==> src/assert_macros.svh <==
// Assertion macros for the rational arithmetic unit
`ifndef ASSERT_MACROS_SVH
`define ASSERT_MACROS_SVH
`ifndef SYNTHESIS
`define RAR_ASSERT(lbl, prop, msg) \
  lbl: assert property (@(posedge clk_i) disable iff (!rst_ni) (prop)) else $error(msg);
`define RAR_ASSERT_NR(lbl, prop, msg) \
  lbl: assert property (@(posedge clk_i) (prop)) else $error(msg);
`else
`define RAR_ASSERT(lbl, prop, msg)
`define RAR_ASSERT_NR(lbl, prop, msg)
`endif
`endif

==> src/rar_pkg.sv <==
// Shared types and constants for the rational arithmetic unit
package rar_pkg;
  localparam logic [1:0] CMD_ADD = 2'd0;
  localparam logic [1:0] CMD_SUB = 2'd1;
  localparam logic [1:0] CMD_MUL = 2'd2;
  localparam logic [1:0] CMD_DIV = 2'd3;
  localparam int unsigned FW = 32;
endpackage

==> src/rar_front.sv <==
// Front end: request intake, cross products and raw fraction forming
module rar_front import rar_pkg::*; #(
  parameter int unsigned WIDTH = 32
) (
  input  logic             clk_i,
  input  logic             rst_ni,
  input  logic             in_valid_i,
  output logic             in_ready_o,
  input  logic [1:0]       cmd_i,
  input  logic [FW-1:0]    a_num_i,
  input  logic [FW-1:0]    a_den_i,
  input  logic [FW-1:0]    b_num_i,
  input  logic [FW-1:0]    b_den_i,
  output logic             raw_valid_o,
  input  logic             raw_ready_i,
  output logic [WIDTH-1:0] raw_num_o,
  output logic [WIDTH-1:0] raw_den_o
);
  localparam logic [1:0] ST_IDLE = 2'd0;
  localparam logic [1:0] ST_MUL1 = 2'd1;
  localparam logic [1:0] ST_MUL2 = 2'd2;
  localparam logic [1:0] ST_OUT  = 2'd3;

  logic [1:0]       st_q, st_d;
  logic [1:0]       cmd_q;
  logic [WIDTH-1:0] an_q, ad_q, bn_q, bd_q;
  logic [WIDTH-1:0] p0_q, p1_q, den_q;
  logic [WIDTH-1:0] m0a, m0b, m1a, m1b, prod0, prod1, num_d;

  function automatic logic [WIDTH-1:0] ld(input logic [FW-1:0] v);
    logic [WIDTH+FW-1:0] e;
    e = {{WIDTH{v[FW-1]}}, v};
    return e[WIDTH-1:0];
  endfunction

  always_comb begin
    m0a = an_q; m0b = bd_q; m1a = bn_q; m1b = ad_q;
    if (st_q == ST_MUL1) begin
      case (cmd_q)
        CMD_MUL: begin m0b = bn_q; end
        default: begin end
      endcase
    end else begin
      m0a = ad_q; m0b = (cmd_q == CMD_DIV) ? bn_q : bd_q;
    end
    prod0 = m0a * m0b;
    prod1 = m1a * m1b;
    case (cmd_q)
      CMD_ADD: num_d = p0_q + p1_q;
      CMD_SUB: num_d = p0_q - p1_q;
      default: num_d = p0_q;
    endcase
  end

  always_comb begin
    st_d = st_q;
    case (st_q)
      ST_IDLE: if (in_valid_i) st_d = ST_MUL1;
      ST_MUL1: st_d = ST_MUL2;
      ST_MUL2: st_d = ST_OUT;
      ST_OUT:  if (raw_ready_i) st_d = ST_IDLE;
      default: st_d = ST_IDLE;
    endcase
  end

  always_ff @(posedge clk_i or negedge rst_ni) begin
    if (!rst_ni) st_q <= ST_IDLE;
    else st_q <= st_d;
  end

  always_ff @(posedge clk_i) begin
    if (st_q == ST_IDLE && in_valid_i) begin
      cmd_q <= cmd_i;
      an_q <= ld(a_num_i); ad_q <= ld(a_den_i);
      bn_q <= ld(b_num_i); bd_q <= ld(b_den_i);
    end
    if (st_q == ST_MUL1) begin
      p0_q <= prod0; p1_q <= prod1;
    end
    if (st_q == ST_MUL2) begin
      den_q <= prod0;
      p0_q  <= num_d;
    end
  end

  assign in_ready_o  = (st_q == ST_IDLE);
  assign raw_valid_o = (st_q == ST_OUT);
  assign raw_num_o   = p0_q;
  assign raw_den_o   = den_q;
endmodule

==> src/rar_fifo.sv <==
// Two-entry queue between front and back ends
module rar_fifo import rar_pkg::*; #(
  parameter int unsigned DW = 64
) (
  input  logic          clk_i,
  input  logic          rst_ni,
  input  logic          wr_valid_i,
  output logic          wr_ready_o,
  input  logic [DW-1:0] wr_data_i,
  output logic          rd_valid_o,
  input  logic          rd_ready_i,
  output logic [DW-1:0] rd_data_o
);
  logic [DW-1:0] mem_q [2];
  logic          wp_q, rp_q;
  logic [1:0]    cnt_q;
  logic          wr, rd;

  assign wr_ready_o = (cnt_q != 2'd2);
  assign rd_valid_o = (cnt_q != 2'd0);
  assign wr = wr_valid_i && wr_ready_o;
  assign rd = rd_valid_o && rd_ready_i;
  assign rd_data_o = mem_q[rp_q];

  always_ff @(posedge clk_i or negedge rst_ni) begin
    if (!rst_ni) begin
      wp_q <= 1'b0; rp_q <= 1'b0; cnt_q <= 2'd0;
    end else begin
      if (wr) wp_q <= ~wp_q;
      if (rd) rp_q <= ~rp_q;
      cnt_q <= cnt_q + {1'b0, wr} - {1'b0, rd};
    end
  end

  always_ff @(posedge clk_i) begin
    if (wr) mem_q[wp_q] <= wr_data_i;
  end

  `include "assert_macros.svh"
  `RAR_ASSERT(a_no_over, (cnt_q == 2'd2) |-> !wr, "queue overflow")
  `RAR_ASSERT(a_cnt_rng, cnt_q != 2'd3, "queue count out of range")
  `RAR_ASSERT(a_cnt_step, (wr && !rd) |=> (cnt_q == $past(cnt_q) + 2'd1), "count step")
endmodule

==> src/rar_back.sv <==
// Back end: bit-serial GCD and exact division of the raw fraction
module rar_back import rar_pkg::*; #(
  parameter int unsigned WIDTH = 32
) (
  input  logic             clk_i,
  input  logic             rst_ni,
  input  logic             raw_valid_i,
  output logic             raw_ready_o,
  input  logic [WIDTH-1:0] raw_num_i,
  input  logic [WIDTH-1:0] raw_den_i,
  output logic             res_valid_o,
  input  logic             res_ready_i,
  output logic [WIDTH-1:0] res_num_o,
  output logic [WIDTH-1:0] res_den_o
);
  localparam int unsigned CW = $clog2(WIDTH + 1);
  localparam logic [2:0] ST_IDLE = 3'd0;
  localparam logic [2:0] ST_MOD  = 3'd1;
  localparam logic [2:0] ST_DIVN = 3'd2;
  localparam logic [2:0] ST_DIVD = 3'd3;
  localparam logic [2:0] ST_OUT  = 3'd4;

  logic [2:0]       st_q;
  logic [WIDTH-1:0] num_q, den_q;
  logic [WIDTH:0]   y_q, g_q;
  logic [WIDTH:0]   rem_q, quo_q;
  logic [CW-1:0]    cnt_q;
  logic [WIDTH:0]   rsh, rsub, qn;
  logic [WIDTH:0]   mn, md;

  function automatic logic [WIDTH:0] mag(input logic [WIDTH-1:0] v);
    logic [WIDTH:0] e;
    e = {v[WIDTH-1], v};
    return v[WIDTH-1] ? (~e + 1'b1) : e;
  endfunction

  function automatic logic [WIDTH-1:0] sgn(input logic neg, input logic [WIDTH:0] q);
    logic [WIDTH:0] r;
    r = neg ? (~q + 1'b1) : q;
    return r[WIDTH-1:0];
  endfunction

  // restoring division step: rem/quo shift pair against divisor
  always_comb begin
    rsh  = {rem_q[WIDTH-1:0], quo_q[WIDTH]};
    rsub = rsh - ((st_q == ST_MOD) ? y_q : g_q);
    qn   = {quo_q[WIDTH-1:0], ~rsub[WIDTH]};
    if (rsh >= ((st_q == ST_MOD) ? y_q : g_q)) rsub = rsh - ((st_q == ST_MOD) ? y_q : g_q);
    else rsub = rsh;
    qn[0] = (rsh >= ((st_q == ST_MOD) ? y_q : g_q));
    mn = mag(num_q);
    md = mag(den_q);
  end

  always_ff @(posedge clk_i or negedge rst_ni) begin
    if (!rst_ni) begin
      st_q <= ST_IDLE;
    end else begin
      case (st_q)
        ST_IDLE: begin
          if (raw_valid_i) begin
            if (raw_num_i == '0 || raw_den_i == '0) st_q <= ST_OUT;
            else st_q <= ST_MOD;
          end
        end
        ST_MOD: begin
          if (cnt_q == CW'(WIDTH) && rsub == '0) st_q <= ST_DIVN;
        end
        ST_DIVN: if (cnt_q == CW'(WIDTH)) st_q <= ST_DIVD;
        ST_DIVD: if (cnt_q == CW'(WIDTH)) st_q <= ST_OUT;
        ST_OUT:  if (res_ready_i) st_q <= ST_IDLE;
        default: st_q <= ST_IDLE;
      endcase
    end
  end

  always_ff @(posedge clk_i) begin
    case (st_q)
      ST_IDLE: begin
        num_q <= raw_num_i;
        den_q <= (raw_num_i == '0) ? WIDTH'(1) : raw_den_i;
        y_q   <= mag(raw_den_i);
        rem_q <= '0;
        quo_q <= mag(raw_num_i);
        cnt_q <= '0;
      end
      ST_MOD: begin
        if (cnt_q == CW'(WIDTH)) begin
          if (rsub == '0) begin
            g_q   <= y_q;
            rem_q <= '0;
            quo_q <= mn;
          end else begin
            y_q   <= rsub;
            rem_q <= '0;
            quo_q <= y_q;
          end
          cnt_q <= '0;
        end else begin
          rem_q <= rsub;
          quo_q <= qn;
          cnt_q <= cnt_q + 1'b1;
        end
      end
      ST_DIVN, ST_DIVD: begin
        if (cnt_q == CW'(WIDTH)) begin
          if (st_q == ST_DIVN) begin
            num_q <= sgn(num_q[WIDTH-1], qn);
            quo_q <= md;
          end else begin
            den_q <= sgn(den_q[WIDTH-1], qn);
          end
          rem_q <= '0;
          cnt_q <= '0;
        end else begin
          rem_q <= rsub;
          quo_q <= qn;
          cnt_q <= cnt_q + 1'b1;
        end
      end
      default: begin end
    endcase
  end

  assign raw_ready_o = (st_q == ST_IDLE);
  assign res_valid_o = (st_q == ST_OUT);
  assign res_num_o   = num_q;
  assign res_den_o   = den_q;

  `include "assert_macros.svh"
  `RAR_ASSERT(a_cnt_bound, cnt_q <= CW'(WIDTH) || st_q == ST_IDLE || st_q == ST_OUT, "count")
  `RAR_ASSERT(a_out_hold, (res_valid_o && !res_ready_i) |=> $stable(res_num_o), "out hold")
  `RAR_ASSERT(a_gcd_nz, (st_q == ST_DIVN) |-> (g_q != '0), "zero gcd")
endmodule

==> src/rational_arith_reduce_unit.sv <==
// Each Euclid step and each exact division is one bit-serial divider pass; worst case
// near 48 passes for WIDTH=32. Items run one at a time in the back end, the front end
// forms the next raw fraction meanwhile (two-entry queue between).
// Reset (rst_ni low, asynchronous) empties the queue and idles both ends.
module rational_arith_reduce_unit import rar_pkg::*; #(
  parameter int unsigned WIDTH = 32
) (
  input  logic        clk_i,
  input  logic        rst_ni,
  input  logic        s_axis_tvalid,
  output logic        s_axis_tready,
  input  logic [1:0]  s_axis_tuser,  // cmd
  input  logic [127:0] s_axis_tdata, // a_num, a_den, b_num, b_den
  output logic        m_axis_tvalid,
  input  logic        m_axis_tready,
  output logic [63:0] m_axis_tdata   // res_num, res_den
);
  logic             rv, rr, qv, qr;
  logic [WIDTH-1:0] rn, rd, qn, qd, on, od;
  logic [2*WIDTH-1:0] qdat;

  function automatic logic [FW-1:0] st(input logic [WIDTH-1:0] v);
    logic [WIDTH+FW-1:0] e;
    e = {{FW{v[WIDTH-1]}}, v};
    return e[FW-1:0];
  endfunction

  rar_front #(.WIDTH(WIDTH)) u_front (
    .clk_i, .rst_ni,
    .in_valid_i(s_axis_tvalid), .in_ready_o(s_axis_tready),
    .cmd_i(s_axis_tuser),
    .a_num_i(s_axis_tdata[31:0]), .a_den_i(s_axis_tdata[63:32]),
    .b_num_i(s_axis_tdata[95:64]), .b_den_i(s_axis_tdata[127:96]),
    .raw_valid_o(rv), .raw_ready_i(rr), .raw_num_o(rn), .raw_den_o(rd)
  );

  rar_fifo #(.DW(2*WIDTH)) u_fifo (
    .clk_i, .rst_ni,
    .wr_valid_i(rv), .wr_ready_o(rr), .wr_data_i({rd, rn}),
    .rd_valid_o(qv), .rd_ready_i(qr), .rd_data_o(qdat)
  );
  assign qn = qdat[WIDTH-1:0];
  assign qd = qdat[2*WIDTH-1:WIDTH];

  rar_back #(.WIDTH(WIDTH)) u_back (
    .clk_i, .rst_ni,
    .raw_valid_i(qv), .raw_ready_o(qr), .raw_num_i(qn), .raw_den_i(qd),
    .res_valid_o(m_axis_tvalid), .res_ready_i(m_axis_tready),
    .res_num_o(on), .res_den_o(od)
  );

  assign m_axis_tdata = {st(od), st(on)};
endmodule

==> config.mk <==
export PLATFORM = sky130hd
export DESIGN_NAME = rational_arith_reduce_unit
export DESIGN_NICKNAME = d
export VERILOG_FILES = /design/src/rar_pkg.sv /design/src/rar_front.sv /design/src/rar_fifo.sv /design/src/rar_back.sv /design/src/rational_arith_reduce_unit.sv
export VERILOG_INCLUDE_DIRS = /design/src /design/src/src
export SDC_FILE = /design/constraint.sdc
export NUM_CORES = 2
export LEC_CHECK = 0
export ABC_AREA = 1
export BUFFER_PORTS_ARGS = -buffer_cell sky130_fd_sc_hd__buf_2
export CAP_MARGIN = 40
export CORE_ASPECT_RATIO = 0.6
export CORE_MARGIN = 3
export CORE_UTILIZATION = 32
export CTS_CLUSTER_SIZE = 25
export DETAILED_ROUTE_END_ITERATION = 8
export PLACE_DENSITY = 0.45
export SLEW_MARGIN = 40
export SYNTH_ARGS = -nofsm -noshare
export SYNTH_HDL_FRONTEND = slang
export SYNTH_SLANG_ARGS = --single-unit
==> constraint.sdc <==
create_clock -name clk_i -period 21.2 [get_ports clk_i]
set_input_delay 2.12 -clock clk_i [delete_from_list [all_inputs] [get_ports clk_i]]
set_output_delay 2.12 -clock clk_i [all_outputs]
set_load 0.005 [all_outputs]
==> reports/qor.csv <==
stage,metric,value,unit
grt,grt_max_degree,75,
critical_path,critPathTopFamily,adder cells,
hold_path,hold_path_startpoint,u_front.raw_num_o[7],
place,placed_cell_area,68530,um2
flow_run,maxCapViolations,0,
status,outcome,"finished, final reports clean",
clock_tree,numCtsBuffers,60,
floorplan,die_y,353.3,um
place,routabilityCongestion,0.9509,
drt,vias_per_cell,4.894,
yosys,synth.top_cell.area_share,25.90,%
finish,nets,9174,
floorplan,fp-row-count,126,
place,place_hpwl,186300,um
sta,fmax,107.3,MHz
yosys,synth_edf_count,555,
critical_path,critPathMaxStageDelay,610,ps
sta,slew_violations,0,
drt,vias,51750,
floorplan,core,198200,um2
critical_path,worstSetupPathType,register to register,
yosys,syn_nets,9082,
clock_tree,cts.path.max_buffers,3,
drt,drc,0,
place,io_buffers,199,
sta,finalSetupViolCount,0,
floorplan,initial_core_util,32.47,%
critical_path,cp-start-kind,register,
clock_tree,cts_root_buf,clkbuf_16,
clock_tree,clk_latency,750,ps
yosys,ys_warn_count,0,
sta,worstMarginPinSlew,972.8,ps
critical_path,path_buf_inv,9,
floorplan,io_pins,200,
finish,synthToLayoutAreaGrowth,9.746,%
drt,ant_nets,0,
grt,grt_pass1_wl,348000,um
floorplan,fp.dieW,584.9,um
yosys,ys_ff_latch,564,
floorplan,die-area,206700,um2
finish,final_area,70610,um2
clock_tree,htree_levels,2,
drt,initialDrtViolationCount,5165,
sta,hold_viol,0,
clock_tree,clk_pin_slew,70,ps
yosys,synth_common_cells,"nand2_1, inv_1, fa_1, nor2_1, edfxtp_1",
clock_tree,cts.sinks,564,
yosys,avgSynthCellArea,8.244,um2
clock_tree,post_cts_buffers,0,
sta,period_share,43.98,%
clock_tree,ctsResizeCount,0,
yosys,ys_types,62,
critical_path,path_max_fanout,53,
drt,wl_per_cell,22.00,um
clock_tree,ctsHoldBuffers,0,
critical_path,crit_start,u_front.st_q[1],
clock_tree,cts_tree,done,
drt,routed_wl,232600,um
grt,grt_use_total,22.58,%
critical_path,worst_ep_required_time,21580,ps
sta,worst_clock_skew,108.4,ps
sta,slew_headroom,34.46,%
hold_path,hold_class,register to register,
critical_path,cp_slowest_cell,clkinv_1,
critical_path,r2r_start,u_front.st_q[1],
grt,gr-total-overflow,0,
critical_path,cp-end-kind,register,
finish,layout-drive-gt1-share,6.684,%
sta,fin_setup_tns,0,ps
yosys,yosys-top-cells-area,"edfxtp_1, fa_1, nand2_1, inv_1, ha_1",
grt,antenna_found_initial,17,
finish,fillers,20610,
yosys,ys_seq_area_share,26.25,%
yosys,async_flop_share,1.596,%
yosys,ys.flop_type,edfxtp_1,
yosys,synthesis.area,64340,um2
sta,hold_slack,405.8,ps
grt,grt_pass1_vias,51790,
sta,finalCriticalPeriod,9323,ps
drt,drtPass1Iterations,6,
sta,rsz0062_at_grt,false,
yosys,synth_most_common_cell,nand2_1,
yosys,synth_area_leader_cell,edfxtp_1,
critical_path,worstPathArrival,9710,ps
yosys,netlist_instances,7805,
## registers in the layout, indices dropped and copies added, names as in the netlist
signal and cells:
u_front.raw_den_o 32, u_back.quo_q 33, u_front.ad_q 32, u_back.y_q 33, u_back.rem_q 32, u_front.raw_num_o 32, u_back.g_q 33, u_fifo.wp_q 1
u_front.bd_q 32, u_front.bn_q 32, u_back.cnt_q 6, u_front.st_q 2, u_back.res_den_o 32, u_back.st_q 3, u_fifo.cnt_q 2, u_front.p1_q 32
u_front.an_q 32, u_back.res_num_o 32, u_fifo.rp_q 1, u_front.cmd_q 2, u_fifo.mem_q 128
## path summary, 6_finish.rpt
check | slack, ps | endpoint | cells past startpoint
setup / recovery | 11880 | u_front.raw_num_o[27] | 33
hold / removal | 410 | u_fifo.mem_q[0][7] | 0
setup reg to reg | 11880 | u_front.raw_num_o[27] | 33
hold reg to reg | 410 | u_fifo.mem_q[0][7] | 0
max in group asynchronous | 19610 | u_front.st_q[1] | 1
min in group asynchronous | 1300 | u_back.st_q[1] | 1
## cell families after synthesis
kind of cell    share of synthesized area, %
fa+ha+maj                              31.77
mux                                   0.7681
simple gates                           19.17
buf+inv                                11.82
compound gates                         6.417
xor+xnor                               3.798
flops                                  26.25
## metrics by stage
| step | util [%] | worst slack (ps) | cells |
|---|---|---|---|
| after global routing | 35.63 | 11190 | 10570 |
| after detailed placement | 34.58 | 11950 | 10460 |
| after floorplan | - | 12610 | 7805 |
| after global placement | 34.52 | 11960 | 10450 |
| after CTS | 35.61 | 11900 | 10570 |
| final | 35.63 | 11880 | 10570 |
## worst register-to-register path, delay by kind of cell (launching register included)
family | cells | cell delay [ps]
DFF | 1 | 420
and+or+nand+nor | 8 | 860
adders and majority gates | 10 | 4180
buffers and inverters | 9 | 2020
AOI/OAI and AO/OA | 6 | 1600
## routing by layer
| metal | GRT usage, % | vias up | part of all wire, % |
|---|---|---|---|
| met3 | 6.684 | 202 | 10 |
| met5 | 0 | - | 0.0056 |
| met4 | 4.254 | 2 | 2.0 |
| li1 | - | 24160 | - |
| met2 | 30.31 | 1919 | 38 |
| met1 | 35.22 | 25460 | 49 |
## cells in the final DEF, fill, tap and decap left out, types with 22 or more instances in the layout
cell type and n:
nor4_1 22, a21oi_1 240, edfxtp_1 555, ha_1 323
mux2i_1 43, fa_1 818, nand4_1 55, nor2_1 659
buf_4 129, a31oi_1 22, o21ai_0 317, o21ai_1 73
buf_2 199, nor3_1 54, nand2_1 1835, xnor2_1 102
xor2_1 177, clkbuf_16 60, nand3_1 323, inv_1 1644
## layout make-up
class,instances,area [um2],area share (%)
repair buffers,336,2079,2.945
inverters,1673,6287,8.904
multi-input cells,5262,40020,56.68
clock inverters,39,494.2,0.6999
diodes,5,12.51,0.01772
well taps,2624,3283,4.650
clock buffers,70,1539,2.179
flip-flops and latches,564,16900,23.93
Power is left out: the tool's default activity adds up to more than one toggle a clock period on the data nets, which glitch-free logic cannot reach.
